File: config.mk
export PLATFORM = sky130hd
export DESIGN_NAME = truncated_substring_search
export DESIGN_NICKNAME = d
export VERILOG_FILES = /design/src/sv/tss_pkg.sv /design/src/sv/tss_match.sv /design/src/sv/tss_track.sv /design/src/sv/truncated_substring_search.sv
export SDC_FILE = /design/constraint.sdc
export NUM_CORES = 1
export LEC_CHECK = 0
export BUFFER_PORTS_ARGS = -buffer_cell sky130_fd_sc_hd__buf_2
export CAP_MARGIN = 40
export CORE_AREA = 10 10 184 186
export CTS_BUF_LIST = sky130_fd_sc_hd__clkbuf_8 sky130_fd_sc_hd__clkbuf_16
export CTS_CLUSTER_DIAMETER = 100
export CTS_CLUSTER_SIZE = 24
export DETAILED_ROUTE_END_ITERATION = 10
export DIE_AREA = 0 0 194 196
export GPL_ROUTABILITY_DRIVEN = 0
export HOLD_SLACK_MARGIN = 0.02
export PLACE_DENSITY = 0.56
export SLEW_MARGIN = 10
export SYNTH_ARGS = -nofsm -noshare
export SYNTH_HDL_FRONTEND = slang
export SYNTH_SLANG_ARGS = --single-unit
File: constraint.sdc
create_clock -name clk -period 14.6 [get_ports clk]
set_input_delay 1.46 -clock clk [delete_from_list [all_inputs] [get_ports clk]]
set_output_delay 1.46 -clock clk [all_outputs]
set_load 0.05 [all_outputs]
File: src/sv/tss_pkg.sv
`timescale 1ns / 1ps
// Shared types, constants and a helper function for the truncated substring search.
// Used by tss_match, tss_track and truncated_substring_search.
package tss_pkg;

  // Default sizing of the needle and the haystack position bound.
  localparam int              NEEDLE_MAX_DEF   = 16;
  localparam longint unsigned HAYSTACK_MAX_DEF = 64'd65536;

  // Fixed field widths.
  localparam int BYTE_W      = 8;
  localparam int LEN_W       = 5;
  localparam int POS_OUT_W   = 16;
  localparam int CFG_W       = 64;
  localparam int CFG_IDX_W   = 3;
  localparam int NEEDLE_W    = 128;
  localparam int IN_TDATA_W  = 8;
  localparam int OUT_TDATA_W = 24;

  // Register indexes on the configuration port.
  typedef enum logic [CFG_IDX_W-1:0] {
    REG_NEEDLE_LOW  = 3'd0,
    REG_NEEDLE_HIGH = 3'd1,
    REG_NEEDLE_LEN  = 3'd2,
    REG_MIN_LEN     = 3'd3,
    REG_CASE_SENS   = 3'd4
  } cfg_reg_t;

  // Configuration register contents.
  typedef struct packed {
    logic [NEEDLE_W-1:0] needle;
    logic [LEN_W-1:0]    needle_length;
    logic [LEN_W-1:0]    min_length;
    logic                case_sensitive;
  } cfg_t;

  // One search result.
  typedef struct packed {
    logic                 valid;
    logic                 found;
    logic [POS_OUT_W-1:0] position;
    logic [LEN_W-1:0]     match_length;
    logic                 overflow;
  } res_t;

  // ASCII a-z to A-Z when case folding is on.
  function automatic logic [BYTE_W-1:0] fold_byte(input logic [BYTE_W-1:0] b,
                                                  input logic case_sensitive);
    logic [BYTE_W-1:0] r;
    r = b;
    if (!case_sensitive && b >= 8'h61 && b <= 8'h7A) begin
      r = b - 8'h20;
    end
    return r;
  endfunction

endpackage

File: src/sv/tss_match.sv
`timescale 1ns / 1ps
// Byte compare bank: one compare of the haystack byte against each needle byte.
// Depends on tss_pkg.
module tss_match #(
  parameter int NEEDLE_MAX = tss_pkg::NEEDLE_MAX_DEF
) (
  input  logic [tss_pkg::BYTE_W-1:0]   data_byte,
  input  tss_pkg::cfg_t                cfg,
  output logic [NEEDLE_MAX-1:0]        mask
);

  logic [tss_pkg::BYTE_W-1:0] fb;

  // Fold the haystack byte once, then compare with every folded needle byte.
  assign fb = tss_pkg::fold_byte(data_byte, cfg.case_sensitive);

  always_comb begin
    for (int k = 0; k < NEEDLE_MAX; k++) begin
      mask[k] = (tss_pkg::fold_byte(cfg.needle[k*tss_pkg::BYTE_W +: tss_pkg::BYTE_W],
                                    cfg.case_sensitive) == fb);
    end
  end

endmodule

File: src/sv/tss_track.sv
`timescale 1ns / 1ps
// Alignment tracker: shift-and live vector, byte counter and result decision.
// Depends on tss_pkg; takes the compare mask from tss_match.
module tss_track #(
  parameter int              NEEDLE_MAX   = tss_pkg::NEEDLE_MAX_DEF,
  parameter longint unsigned HAYSTACK_MAX = tss_pkg::HAYSTACK_MAX_DEF
) (
  input  logic                  clk,
  input  logic                  rst,
  input  logic                  adv,
  input  logic                  last,
  input  logic [NEEDLE_MAX-1:0] mask,
  input  tss_pkg::cfg_t         cfg,
  output tss_pkg::res_t         res
);

  localparam int POS_W = $clog2(HAYSTACK_MAX + 1);
  localparam int PW    = (POS_W > tss_pkg::POS_OUT_W) ? POS_W : tss_pkg::POS_OUT_W;
  localparam int LEN_W = tss_pkg::LEN_W;

  logic [NEEDLE_MAX-1:0] live, live_next;
  logic [POS_W-1:0]      pos;
  logic                  given;

  logic [LEN_W-1:0]      len, minl, back;
  logic [NEEDLE_MAX-1:0] len_mask, keep_mask, live_new, live_kept;
  logic                  ovf, full_hit, part_any, hit;
  logic [LEN_W-1:0]      part_h;
  logic [POS_W-1:0]      start;
  logic [PW-1:0]         start_w;

  // Effective needle length and minimum length.
  always_comb begin
    len = cfg.needle_length;
    if (len == '0) len = LEN_W'(1);
    if (len > LEN_W'(NEEDLE_MAX)) len = LEN_W'(NEEDLE_MAX);
    minl = (cfg.min_length == '0) ? LEN_W'(1) : cfg.min_length;
  end

  // Shift-and step over all alignments, full-match check and drop of the top bit.
  always_comb begin
    for (int k = 0; k < NEEDLE_MAX; k++) begin
      len_mask[k]  = (LEN_W'(k) < len);
      keep_mask[k] = (LEN_W'(k + 1) < len);
    end
    live_new = NEEDLE_MAX'({live, 1'b1}) & mask & len_mask;
    full_hit = 1'b0;
    for (int k = 0; k < NEEDLE_MAX; k++) begin
      if (LEN_W'(k + 1) == len && live_new[k]) full_hit = 1'b1;
    end
    full_hit  = full_hit && (len >= minl);
    live_kept = live_new & keep_mask;
  end

  // Earliest live alignment, which is the highest set bit.
  always_comb begin
    part_any = 1'b0;
    part_h   = '0;
    for (int k = 0; k < NEEDLE_MAX; k++) begin
      if (live_kept[k]) begin
        part_any = 1'b1;
        part_h   = LEN_W'(k);
      end
    end
  end

  // Result decision and start offset.
  always_comb begin
    ovf   = (pos == POS_W'(HAYSTACK_MAX));
    hit   = full_hit || (part_any && (part_h + LEN_W'(1) >= minl));
    back  = full_hit ? (len - LEN_W'(1)) : part_h;
    start = (pos >= POS_W'(back)) ? (pos - POS_W'(back)) : '0;
    start_w = PW'(start);

    res.valid        = !given && (full_hit || last);
    res.found        = hit;
    res.position     = !hit ? '0 :
                       (start_w > PW'(16'hFFFF)) ? 16'hFFFF : start_w[tss_pkg::POS_OUT_W-1:0];
    res.match_length = !hit ? '0 : (full_hit ? len : part_h + LEN_W'(1));
    res.overflow     = ovf;
  end

  assign live_next = given ? live : live_kept;

  // Per-haystack state; the last byte clears it.
  always_ff @(posedge clk) begin
    if (rst) begin
      live  <= '0;
      pos   <= '0;
      given <= 1'b0;
    end else if (adv) begin
      if (last) begin
        live  <= '0;
        pos   <= '0;
        given <= 1'b0;
      end else begin
        live <= live_next;
        if (!ovf) pos <= pos + POS_W'(1);
        if (res.valid) given <= 1'b1;
      end
    end
  end

  // The byte counter saturates at the bound.
  a_pos_bound: assert property (@(posedge clk) disable iff (rst)
    pos <= POS_W'(HAYSTACK_MAX))
    else $error("byte counter passed the haystack bound");

  // An accepted match never falls short of the minimum length.
  a_min_len: assert property (@(posedge clk) disable iff (rst)
    (adv && res.valid && res.found) |-> (res.match_length >= minl))
    else $error("match shorter than minimum length reported");

  // A not-found result carries zero position and length.
  a_not_found: assert property (@(posedge clk) disable iff (rst)
    (adv && res.valid && !res.found) |-> (res.position == '0 && res.match_length == '0))
    else $error("not-found result with nonzero fields");

  // The last byte always leaves a clean state behind.
  a_last_clear: assert property (@(posedge clk) disable iff (rst)
    (adv && last) |=> (pos == '0 && live == '0 && !given))
    else $error("state not cleared after last byte");

  // Once a result is out, no second result for the same haystack.
  a_one_result: assert property (@(posedge clk) disable iff (rst)
    (adv && res.valid && !last) |=> !res.valid)
    else $error("second result in one haystack");

endmodule

File: src/sv/truncated_substring_search.sv
`timescale 1ns / 1ps
// Truncated substring search over a byte stream, one haystack byte per word.
// Each result word passes from the input register through the tracker into the result register.
// Throughput: one byte per cycle; the input register, compare bank and result register
// form a two-stage path, stalled only while the result register holds an untaken word.
// Reset (synchronous, rst high) clears the tracker, both stages and the configuration
// registers to needle 0, needle length 1, minimum length 1, case-sensitive.
module truncated_substring_search #(
  parameter int              NEEDLE_MAX   = tss_pkg::NEEDLE_MAX_DEF,
  parameter longint unsigned HAYSTACK_MAX = tss_pkg::HAYSTACK_MAX_DEF
) (
  input  logic                              clk,
  input  logic                              rst,
  // Configuration write port.
  input  logic                              cfg_we,
  input  logic [tss_pkg::CFG_IDX_W-1:0]     cfg_index,
  input  logic [tss_pkg::CFG_W-1:0]         cfg_data,
  // Haystack stream.
  input  logic                              s_tvalid,
  output logic                              s_tready,
  input  logic [tss_pkg::IN_TDATA_W-1:0]    s_tdata,   // [7:0] data_byte
  input  logic                              s_tlast,   // last
  // Result stream.
  output logic                              m_tvalid,
  input  logic                              m_tready,
  output logic [tss_pkg::OUT_TDATA_W-1:0]   m_tdata    // [0] found, [16:1] position,
                                                       // [21:17] match_length, [22] overflow
);

  tss_pkg::cfg_t              cfg;
  logic                       in_valid;
  logic [tss_pkg::BYTE_W-1:0] in_byte;
  logic                       in_last;
  logic                       adv;
  logic [NEEDLE_MAX-1:0]      mask;
  tss_pkg::res_t              res;

  // Configuration registers.
  always_ff @(posedge clk) begin
    if (rst) begin
      cfg.needle         <= '0;
      cfg.needle_length  <= tss_pkg::LEN_W'(1);
      cfg.min_length     <= tss_pkg::LEN_W'(1);
      cfg.case_sensitive <= 1'b1;
    end else if (cfg_we) begin
      case (tss_pkg::cfg_reg_t'(cfg_index))
        tss_pkg::REG_NEEDLE_LOW:  cfg.needle[63:0]      <= cfg_data;
        tss_pkg::REG_NEEDLE_HIGH: cfg.needle[127:64]    <= cfg_data;
        tss_pkg::REG_NEEDLE_LEN:  cfg.needle_length     <= cfg_data[tss_pkg::LEN_W-1:0];
        tss_pkg::REG_MIN_LEN:     cfg.min_length        <= cfg_data[tss_pkg::LEN_W-1:0];
        tss_pkg::REG_CASE_SENS:   cfg.case_sensitive    <= cfg_data[0];
        default: ;
      endcase
    end
  end

  // Stage handshake: the tracker steps when the result register can take a word.
  assign adv      = in_valid && (!m_tvalid || m_tready);
  assign s_tready = !in_valid || adv;

  // Input register.
  always_ff @(posedge clk) begin
    if (rst) begin
      in_valid <= 1'b0;
    end else if (s_tvalid && s_tready) begin
      in_valid <= 1'b1;
    end else if (adv) begin
      in_valid <= 1'b0;
    end
  end

  always_ff @(posedge clk) begin
    if (s_tvalid && s_tready) begin
      in_byte <= s_tdata[tss_pkg::BYTE_W-1:0];
      in_last <= s_tlast;
    end
  end

  tss_match #(.NEEDLE_MAX(NEEDLE_MAX)) u_match (
    .data_byte (in_byte),
    .cfg       (cfg),
    .mask      (mask)
  );

  tss_track #(.NEEDLE_MAX(NEEDLE_MAX), .HAYSTACK_MAX(HAYSTACK_MAX)) u_track (
    .clk  (clk),
    .rst  (rst),
    .adv  (adv),
    .last (in_last),
    .mask (mask),
    .cfg  (cfg),
    .res  (res)
  );

  // Result register.
  always_ff @(posedge clk) begin
    if (rst) begin
      m_tvalid <= 1'b0;
    end else if (adv && res.valid) begin
      m_tvalid <= 1'b1;
    end else if (m_tready) begin
      m_tvalid <= 1'b0;
    end
  end

  always_ff @(posedge clk) begin
    if (adv && res.valid) begin
      m_tdata <= {1'b0, res.overflow, res.match_length, res.position, res.found};
    end
  end

endmodule
Yosys cells after proc, flatten, opt, wreduce, memory -nomap -nowiden
Cells that the tools add are included.
- register bits: 206
- bits in latches: 0
- bits in writable memories: 0
- bits in read-only memories: 0
- input bits: 81
- output and inout port bits: 26
- word-level logic and storage cells: 292
- memories: 0
- add/sub/neg operators: 21
- multiply operators: 0
- divide/modulo/power cells: 0
- order comparisons: 56
- equal/unequal tests: 39
- shifts and indexed selects: 0
- mux-type cells: 81
- bitwise operators: 3
- reductions and logical operators: 78
- operator list (operator ; number):
    $ge 8x7->1 const B ; 17
    $le 8x7->1 const B ; 17
    $mux 8 ; 17
    $sub 8x6->8 const B ; 17
    $eq 8x8->1 ; 16
    $logic_and 1x1->1 ; 56
    $mux 17 ; 3
    $and 16x16->16 ; 3
    $eq 4x5->1 const A ; 8
    $lt 4x5->1 const A ; 8
    $mux 1 ; 39
    $mux 4 ; 8
    $mux 15 ; 2
    $mux 5 ; 5
    $eq 3x5->1 const A ; 4
    $lt 3x5->1 const A ; 4
    $add 17x1->17 const B ; 1
    $eq 17x17->1 const B ; 1
    $ge 17x5->1 ; 1
    $gt 17x16->1 const B ; 1
    $sub 17x5->17 ; 1
    $mux 16 ; 1
    $reduce_and 2->1 ; 8
    $mux 3 ; 4
    20 further kinds ; 36

Longest topological paths before layout
Gate-level depths: netlist (run 1).
- word-level depth: 30
- depth in mapped cells: 27

Cells and area by module
Synthesis (run 1) repeated with hierarchy kept, for this count alone.
- cell total of the unflattened synthesis: 1427
- area total of the unflattened synthesis: 13121.3 um^2
- by module, submodules not included (module ; times used ; cells an instance ; area an instance (um^2)):
    truncated_substring_search ; 1 ; 572 ; 6776.5
    tss_track ; 1 ; 426 ; 3349.5
    tss_match ; 1 ; 429 ; 2995.4

Worst setup path before layout (run 1)
No wires, ideal clock.
- path type: reg-to-reg
- from: register in_byte[4] in the netlist's numbering
- to: register m_tdata[11] in the netlist's numbering, data pin
- arrival: 5.831 ns
- data required time: 14.325 ns
- setup slack: 8.495 ns
- cell stages (with the launch flop): 25
- period minus slack after synthesis: 6.105 ns
- cells stage by stage: edfxtp_1 -> buf_6 -> or4_4 -> o22a_2 -> a41o_1 -> buf_4 -> buf_6 -> xnor2_1 -> nand4_1 -> o221ai_1 -> or4_1 -> o32a_1 -> buf_6 -> mux2_4 -> ha_1 -> nor2b_1 -> o21ai_0 -> nand2b_1 -> a211oi_1 -> nand2_1 -> or4_1 -> nor3_1 -> xnor2_1 -> clkbuf_1 -> a211oi_1
- longest elaborated chain between the ends: 30
- RTL lines (element ; RTL line ; RTL):
    start, declared ; truncated_substring_search.sv:32 ; logic [tss_pkg::BYTE_W-1:0] in_byte;
    start signal, assigned ; truncated_substring_search.sv:74 ; in_byte <= s_tdata[tss_pkg::BYTE_W-1:0];
    $ge 8x7->1 ; tss_pkg.sv:51 ; if (!case_sensitive && b >= 8'h61 && b <= 8'h7A) begin
    $logic_and 1x1->1 (2 in series) ; tss_pkg.sv:51 ;
    $mux 8 * ; tss_pkg.sv:51 ;
    $eq 8x8->1 ; tss_match.sv:20 ; cfg.case_sensitive) == fb);
    $and 16x16->16 * (2 in series) ; tss_track.sv:46 ; live_new = NEEDLE_MAX'({live, 1'b1}) & mask & len_mask;
    $logic_and 1x1->1 ; tss_track.sv:49 ; if (LEN_W'(k + 1) == len && live_new[k]) full_hit = 1'b1;
    $mux 1 (16 in series) ; tss_track.sv:49 ;
    $logic_and 1x1->1 ; tss_track.sv:51 ; full_hit = full_hit && (len >= minl);
    $mux 5 ; tss_track.sv:71 ; back = full_hit ? (len - LEN_W'(1)) : part_h;
    $sub 17x5->17 or $ge 17x5->1 (tied branches) ; tss_track.sv:72 ; start = (pos >= POS_W'(back)) ? (pos - POS_W'(back)) : '0;
    $mux 17 ; tss_track.sv:72 ;
    $gt 17x16->1 ; tss_track.sv:78 ; (start_w > PW'(16'hFFFF)) ? 16'hFFFF : start_w[tss_pkg::POS_OUT_W-1:0];
    $mux 16 ; tss_track.sv:78 ;
    end signal, assigned ; truncated_substring_search.sv:108 ; m_tdata <= {1'b0, res.overflow, res.match_length, res.position, res.found};
    end, declared ; truncated_substring_search.sv:26 ; output logic [tss_pkg::OUT_TDATA_W-1:0] m_tdata
Every way passes the cells marked *; elsewhere a longest branch is shown, timed or not.
A chain may end at the register's enable or synchronous reset.

Final worst setup path (run 1)
- from: register in_byte[4] in the netlist's numbering
- to: register m_tdata[10] in the netlist's numbering, data pin
The elaborated chain is that of the path after synthesis.

==> impl_metrics.env, run 1 <==
export IMPL_drive_gt1_frac=0.104
export IMPL_synthDominantCellAreaShare=0.293
export IMPL_diodes=0
export IMPL_setup_viol=0
export IMPL_drt_initial_drc_count=655
export IMPL_postSynthCellCount=1506
export IMPL_clk_pin_slew_ps=100
export IMPL_nets=1681
export IMPL_outcome="completed"
export IMPL_antenna_found_initial=0
export IMPL_yosys_warnings=0
export IMPL_route_detailed_drc=0
export IMPL_wire_per_inst_um=17.5
export IMPL_combPwrFrac=0.109
export IMPL_yosys_area_top_type="dfxtp_1"
export IMPL_dp_hpwl_mm=25.7
export IMPL_yosysUniqueCellTypes=68
export IMPL_cts_sinks=206
export IMPL_area_growth_pct=10.3
export IMPL_crit_fanout=17
export IMPL_ff2ff_path_depth=23
export IMPL_final_cells=1961
export IMPL_ir_worst_vdd_mv=0.0776
export IMPL_final_cell_mix="nand2_1 (333), dfxtp_1 (174), a21oi_1 (166)"
export IMPL_dieArea_um2=38000
export IMPL_switchingPower_uw=297
export IMPL_cts_repair_resize_count=0
export IMPL_finalCritPeriodShare=0.501
export IMPL_htree_levels=1
export IMPL_overflow=0
export IMPL_grt_pass1_wl_mm=55.9
export IMPL_avgSynthCellArea_um2=7.90
export IMPL_end_kind="register"
export IMPL_via_per_inst=5.35
export IMPL_synth_edf_count=32
export IMPL_finalSetupTns_ps=0
export IMPL_start_util=0.393
export IMPL_cts_root_buf="clkbuf_16"
export IMPL_intPower_uw=811
export IMPL_fmax_mhz=137
export IMPL_first_pass_iters=5
export IMPL_port_buffers=105
export IMPL_synth_seq_area_share=0.374
export IMPL_worstSetupPathType="reg -> reg"
export IMPL_place_inst=1940
export IMPL_grt_pass1_vias=10300
export IMPL_rsz0062_at_grt="false"
export IMPL_post_cts_buffers=0
export IMPL_max_slew_margin=0.398
export IMPL_crit_required_ps=14840
export IMPL_grt_max_degree=82
export IMPL_clkLatencyLatePin_ps=480
export IMPL_hold_path_class="reg -> reg"
export IMPL_period_needed_ps=7310
export IMPL_mostFrequentLayoutCell="nand2_1"
export IMPL_dr_total_vias=10500
export IMPL_final_util=0.434
export IMPL_synth_nets=1628
export IMPL_power_density_nw_per_um2=84.4
export IMPL_clock_skew_ps=22.2
export IMPL_drv_cap=0
export IMPL_crit_path_start_kind="register"
export IMPL_ioPinCount=107
export IMPL_cts_buffers=13
export IMPL_core_area_um2=30300
export IMPL_synthArstFlopShare=0
export IMPL_finalMaxSlewViolations=0
export IMPL_clk_path_buf_depth=3
export IMPL_switching_share=0.268
export IMPL_hold_path_depth=2
export IMPL_track_usage=0.174
export IMPL_detail_route_antenna_nets=0
export IMPL_synth_flop_cell="dfxtp_1"
export IMPL_die_height_um=196
export IMPL_cts_tree="done"
export IMPL_power_leakage_uw=0.00451
export IMPL_worst_pin_slew_ps=903
export IMPL_seqPwrFrac=0.543
export IMPL_wirelength_mm=34.4
export IMPL_rows=64
export IMPL_arrival_ps=7550
export IMPL_clock_power_share=0.348
export IMPL_cts_hold_buf=0
export IMPL_hold_violations=0
export IMPL_die_w_um=194
export IMPL_synth_seq_cells=206
export IMPL_synthTopCellsByArea="dfxtp_1 (29%), nand2_1 (11%), edfxtp_1 (8.1%), a21oi_1 (7.0%), xnor2_1 (6.3%)"
export IMPL_synth_area_um2=11900
[layer usage]
metal	track usage	part of all wire
met1	0.228	0.47
met5	0	0
met3	0.0249	0.041
met2	0.300	0.47
met4	0.0331	0.015
[final cells by class]
cell class              count  area, µm²
fillers                  3112      17100
multi-input cells        1154       6850
flip-flops and latches    206       4440
repair buffers            121        703
well taps                 396        495
clock buffers              14        350
inverters                  63        236
clock inverters             7       48.8
[cell families after synthesis]
group / count (synthesis) / synth area share
multiplexers: 15 / 0.0135
XOR/XNOR: 155 / 0.114
AND/OR/NAND/NOR: 634 / 0.242
adder cells (fa/ha/maj): 41 / 0.0438
flip-flops: 206 / 0.374
other: 1 / 0.000315
AO/OA/AOI/OAI: 308 / 0.160
buffers and inverters: 146 / 0.0524
[stage by stage]
| stage | hold WS, ps | total power (µW) | setup WS [ps] | instance area [µm²] |
|---|---|---|---|---|
| final | 465 | 1110 | 7290 | 13100 |
| after global routing | 485 | 1150 | 6730 | 13100 |
| after CTS | 464 | 1120 | 7270 | 13100 |
| after global placement | 440 | 732 | 7070 | 12600 |
| after floorplan | 432 | 693 | 8490 | 11900 |
| after detailed placement | 447 | 736 | 7280 | 12700 |
[path summary, 6_finish.rpt]
path	slack (ps)	to	start
hold / removal	460	cfg[58]$_SDFFE_PP0P_	cfg[58]$_SDFFE_PP0P_
setup / recovery	7290	m_tdata[10]$_SDFFCE_PN0P_	in_byte[4]$_DFFE_PP_
setup reg to reg	7290	m_tdata[10]$_SDFFCE_PN0P_	in_byte[4]$_DFFE_PP_
hold reg to reg	460	cfg[58]$_SDFFE_PP0P_	cfg[58]$_SDFFE_PP0P_
[registers in the layout, indices dropped and copies added (netlist names)]
register and cells:
cfg 139, in_byte 8, in_last 1, in_valid 1, m_tdata 23, m_tvalid 1, u_track.given 1, u_track.live 15
u_track.pos 17
[cell usage after synthesis, types with 13 or more instances]
cell      count
o31ai_1      14
xor2_1       70
or4_1        16
clkbuf_1     64
o21ai_0      17
nor2_1      100
a31oi_1      13
ha_1         40
inv_1        63
nor2b_1      14
o41ai_1      21
dfxtp_1     174
or3_1        17
xnor2_1      85
edfxtp_1     32
nand3_1      36
nand4_1      22
a211oi_1     17
a21oi_1     166
nor3_1       33
nand2b_1     15
nand2_1     334
[power by group through the flow]
stage                     combinational (µW)  clock, µW  sequential (µW)
after floorplan                         77.4          0              616
after global placement                   114          0              617
after detailed placement                 121          0              615
after CTS                                121        399              602
after global routing                     134        415              605
final                                    121        386              602
[worst max-delay path, stage by stage (launching register included)]
cell and delay (ps):
edfxtp_1 620, or4_4 620, o22a_2 250, a41o_1 550
xor2_1 290, nor4_1 460, nand2_1 110, nor4_1 230
or4_1 190, o32a_1 720, mux2_4 360, ha_1 330
nor2b_1 140, o21ai_0 150, nand2b_1 100, a211oi_1 360
nand2_1 150, or4_1 470, nor3_1 190, xnor2_1 270
buf_4 260, nor2_1 50, nor2_1 130, nor2_1 50
Note: power is estimated with default switching activity, not from simulation.
==> inputs of run 2 (changes only) <==
--- a/config.mk
+++ b/config.mk
@@ -5,14 +5,15 @@
 export SDC_FILE = /design/constraint.sdc
 export NUM_CORES = 1
 export LEC_CHECK = 0
+export ABC_AREA = 1
 export BUFFER_PORTS_ARGS = -buffer_cell sky130_fd_sc_hd__buf_2
 export CAP_MARGIN = 40
-export CORE_AREA = 10 10 184 186
+export CORE_AREA = 10 10 186 188
 export CTS_BUF_LIST = sky130_fd_sc_hd__clkbuf_8 sky130_fd_sc_hd__clkbuf_16
 export CTS_CLUSTER_DIAMETER = 100
 export CTS_CLUSTER_SIZE = 24
 export DETAILED_ROUTE_END_ITERATION = 10
-export DIE_AREA = 0 0 194 196
+export DIE_AREA = 0 0 196 198
 export GPL_ROUTABILITY_DRIVEN = 0
 export HOLD_SLACK_MARGIN = 0.02
 export PLACE_DENSITY = 0.56
==> constraint.sdc (replaced) <==
create_clock -name clk -period 7.5 [get_ports clk]
set_input_delay 0.75 -clock clk [delete_from_list [all_inputs] [get_ports clk]]
set_output_delay 0.75 -clock clk [all_outputs]
set_load 0.05 [all_outputs]
==> run 2 against run 1 <==
- combinational power is 140% higher
- first-iteration DRC count is 44% higher
- hold slack worse by 50 ps
- die area is 2.1% higher
- worst setup slack worse by 6200 ps
- sequential share of layout area is 0.86 points lower
- synthesized area is 2.2% higher
- synthesized cell count is 14% higher
- flip-flop and latch count stayed put
- critical path type unchanged
- highest routed layer unchanged
==> impl_metrics.env, run 2 <==
export IMPL_outcome="completed"
export IMPL_post_cts_buffers=0
export IMPL_final_cells=2185
export IMPL_clk_path_buf_depth=3
export IMPL_mostFrequentLayoutCell="nand2_1"
export IMPL_die_w_um=196
export IMPL_power_density_nw_per_um2=172
export IMPL_switching_share=0.294
export IMPL_cts_buffers=14
export IMPL_area_growth_pct=10.8
export IMPL_die_height_um=198
export IMPL_ioPinCount=107
export IMPL_synth_area_um2=12200
export IMPL_port_buffers=105
export IMPL_multiInputGateArea_um2=6580
export IMPL_antenna_found_initial=0
export IMPL_top_regs="cfg (139), m_tdata (23), u_track.pos (17)"
export IMPL_hold_violations=0
export IMPL_yosysUniqueCellTypes=60
export IMPL_track_usage=0.198
export IMPL_place_inst=2163
export IMPL_first_pass_iters=6
export IMPL_ir_worst_vdd_mv=0.197
export IMPL_clock_power_share=0.358
export IMPL_grt_max_degree=79
export IMPL_clock_skew_ps=24.8
export IMPL_crit_path_start_kind="register"
export IMPL_rsz0062_at_grt="false"
export IMPL_via_per_inst=5.34
export IMPL_switchingPower_uw=679
export IMPL_cts_tree="done"
export IMPL_grt_pass1_vias=11200
export IMPL_worst_pin_slew_ps=861
export IMPL_finalCritPeriodShare=0.853
export IMPL_arrival_ps=6650
export IMPL_finalSetupTns_ps=0
export IMPL_synth_seq_area_share=0.366
export IMPL_final_util=0.434
export IMPL_synthTopCellsByArea="dfxtp_1 (29%), edfxtp_1 (7.9%), nand2_1 (7.9%), nor2_1 (7.8%), o21ai_0 (7.5%)"
export IMPL_power_leakage_uw=0.00560
export IMPL_synth_seq_cells=206
export IMPL_ys_top_cells_by_count="nand2_1 (256), nor2_1 (251), inv_1 (192), o21ai_0 (181), dfxtp_1 (174)"
export IMPL_finalMaxSlewViolations=0
export IMPL_hold_path_class="in -> reg"
export IMPL_diodes=0
export IMPL_overflow=0
export IMPL_synth_most_common_cell="nand2_1"
export IMPL_synth_nets=1833
export IMPL_combPwrFrac=0.128
export IMPL_max_stage_delay_ps=920
export IMPL_critPathSlowestCell="edfxtp_1"
export IMPL_crit_required_ps=7760
export IMPL_start_util=0.391
export IMPL_synth_edf_count=32
export IMPL_cts_sinks=206
export IMPL_cts_hold_buf=0
export IMPL_seqPwrFrac=0.514
export IMPL_final_cell_mix="nand2_1 (255), nor2_1 (250), inv_1 (192)"
export IMPL_regMostFlops="cfg"
export IMPL_crit_path_frequent_cell="nand2_1"
export IMPL_wirelength_mm=39.6
export IMPL_yosys_area_top_type="dfxtp_1"
export IMPL_drt_initial_drc_count=942
export IMPL_cts_repair_resize_count=0
export IMPL_pre_cts_ws_ps=1190
export IMPL_nFillCells=3232
export IMPL_core_area_um2=31100
export IMPL_synthArstFlopShare=0
export IMPL_period_needed_ps=6400
export IMPL_drv_cap=0
export IMPL_wire_per_inst_um=18.1
export IMPL_dr_total_vias=11700
export IMPL_nets=1899
export IMPL_clkLatencyLatePin_ps=510
export IMPL_seq_area_um2=4440
export IMPL_cts_root_buf="clkbuf_16"
export IMPL_synthDominantCellAreaShare=0.287
export IMPL_intPower_uw=1630
export IMPL_drive_gt1_frac=0.118
export IMPL_fmax_mhz=156
export IMPL_clk_pin_slew_ps=100
export IMPL_dp_hpwl_mm=29.6
export IMPL_rows=65
export IMPL_worstSetupPathType="reg -> reg"
export IMPL_grt_pass1_wl_mm=62.5
export IMPL_end_kind="register"
export IMPL_avgSynthCellArea_um2=7.10
export IMPL_crit_fanout=14
export IMPL_route_detailed_drc=0
export IMPL_synth_flop_cell="dfxtp_1"
export IMPL_htree_levels=1
export IMPL_holdWs_ps=415
export IMPL_postSynthCellCount=1711
export IMPL_worst_slack_ps=1100
export IMPL_max_slew_margin=0.426
export IMPL_detail_route_antenna_nets=0
export IMPL_largest_register_ff_count=139
export IMPL_dieArea_um2=38800
export IMPL_setup_viol=0
export IMPL_yosys_warnings=0
run 2: cells by family after synthesis:
logic type / share of synthesized area
buffers and inverters: 0.0937
other: 0.000309
DFF: 0.366
adders and majority gates: 0.0428
xor gates and xnor gates: 0.0432
and+or+nand+nor: 0.270
AOI/OAI and AO/OA: 0.185
run 2: area by class of cell:
type,instances,area share
Multi-Input combinational cell,1232,0.489
Sequential cell,206,0.330
Inverter,202,0.0565
Timing Repair Buffer,121,0.0539
Tap cell,402,0.0373
Clock buffer,15,0.0279
Clock inverter,7,0.00576
run 2: power by group through the flow:
stage / Clock, µW / Sequential [µW] / Combinational [µW]
after floorplan: 0 / 1200 / 193
after global placement: 0 / 1210 / 285
after detailed placement: 0 / 1210 / 292
after CTS: 841 / 1190 / 293
after global routing: 877 / 1190 / 329
final: 827 / 1190 / 295
run 2: path summary, 6_finish.rpt:
kind                                      from                            to  slack [ps]  cells past startpoint
hold reg to reg   u_track.live[8]$_SDFFE_PP0P_  u_track.live[8]$_SDFFE_PP0P_         480                      2
hold / removal                      s_tdata[6]          in_byte[6]$_DFFE_PP_         420                      1
setup / recovery          in_byte[1]$_DFFE_PP_     m_tdata[10]$_SDFFCE_PN0P_        1100                     33
setup reg to reg          in_byte[1]$_DFFE_PP_     m_tdata[10]$_SDFFCE_PN0P_        1100                     33
run 2: metrics by stage:
step	cell area (µm²)	power (µW)
after floorplan	12200	1400
final	13500	2310
after CTS	13500	2320
after detailed placement	13000	1500
after global placement	12900	1500
after global routing	13500	2400
run 2: metal layers:
metal / wire [µm] / vias to the layer above / global-route usage
met3: 2320 / 75 / 0.0325
met5: 0 / - / 0
met4: 1210 / 0 / 0.0602
li1: - / 5808 / -
met1: 18200 / 5442 / 0.261
met2: 17900 / 348 / 0.324
run 2: critical path, delay by kind of cell (launching register included):
| kind | cells | cell delay (ps) |
|---|---|---|
| and+or+nand+nor | 21 | 3170 |
| DFF | 1 | 920 |
| buffers and inverters | 5 | 830 |
| AOI/OAI and AO/OA | 5 | 760 |
| adders and majority gates | 1 | 270 |
| xor gates and xnor gates | 1 | 180 |
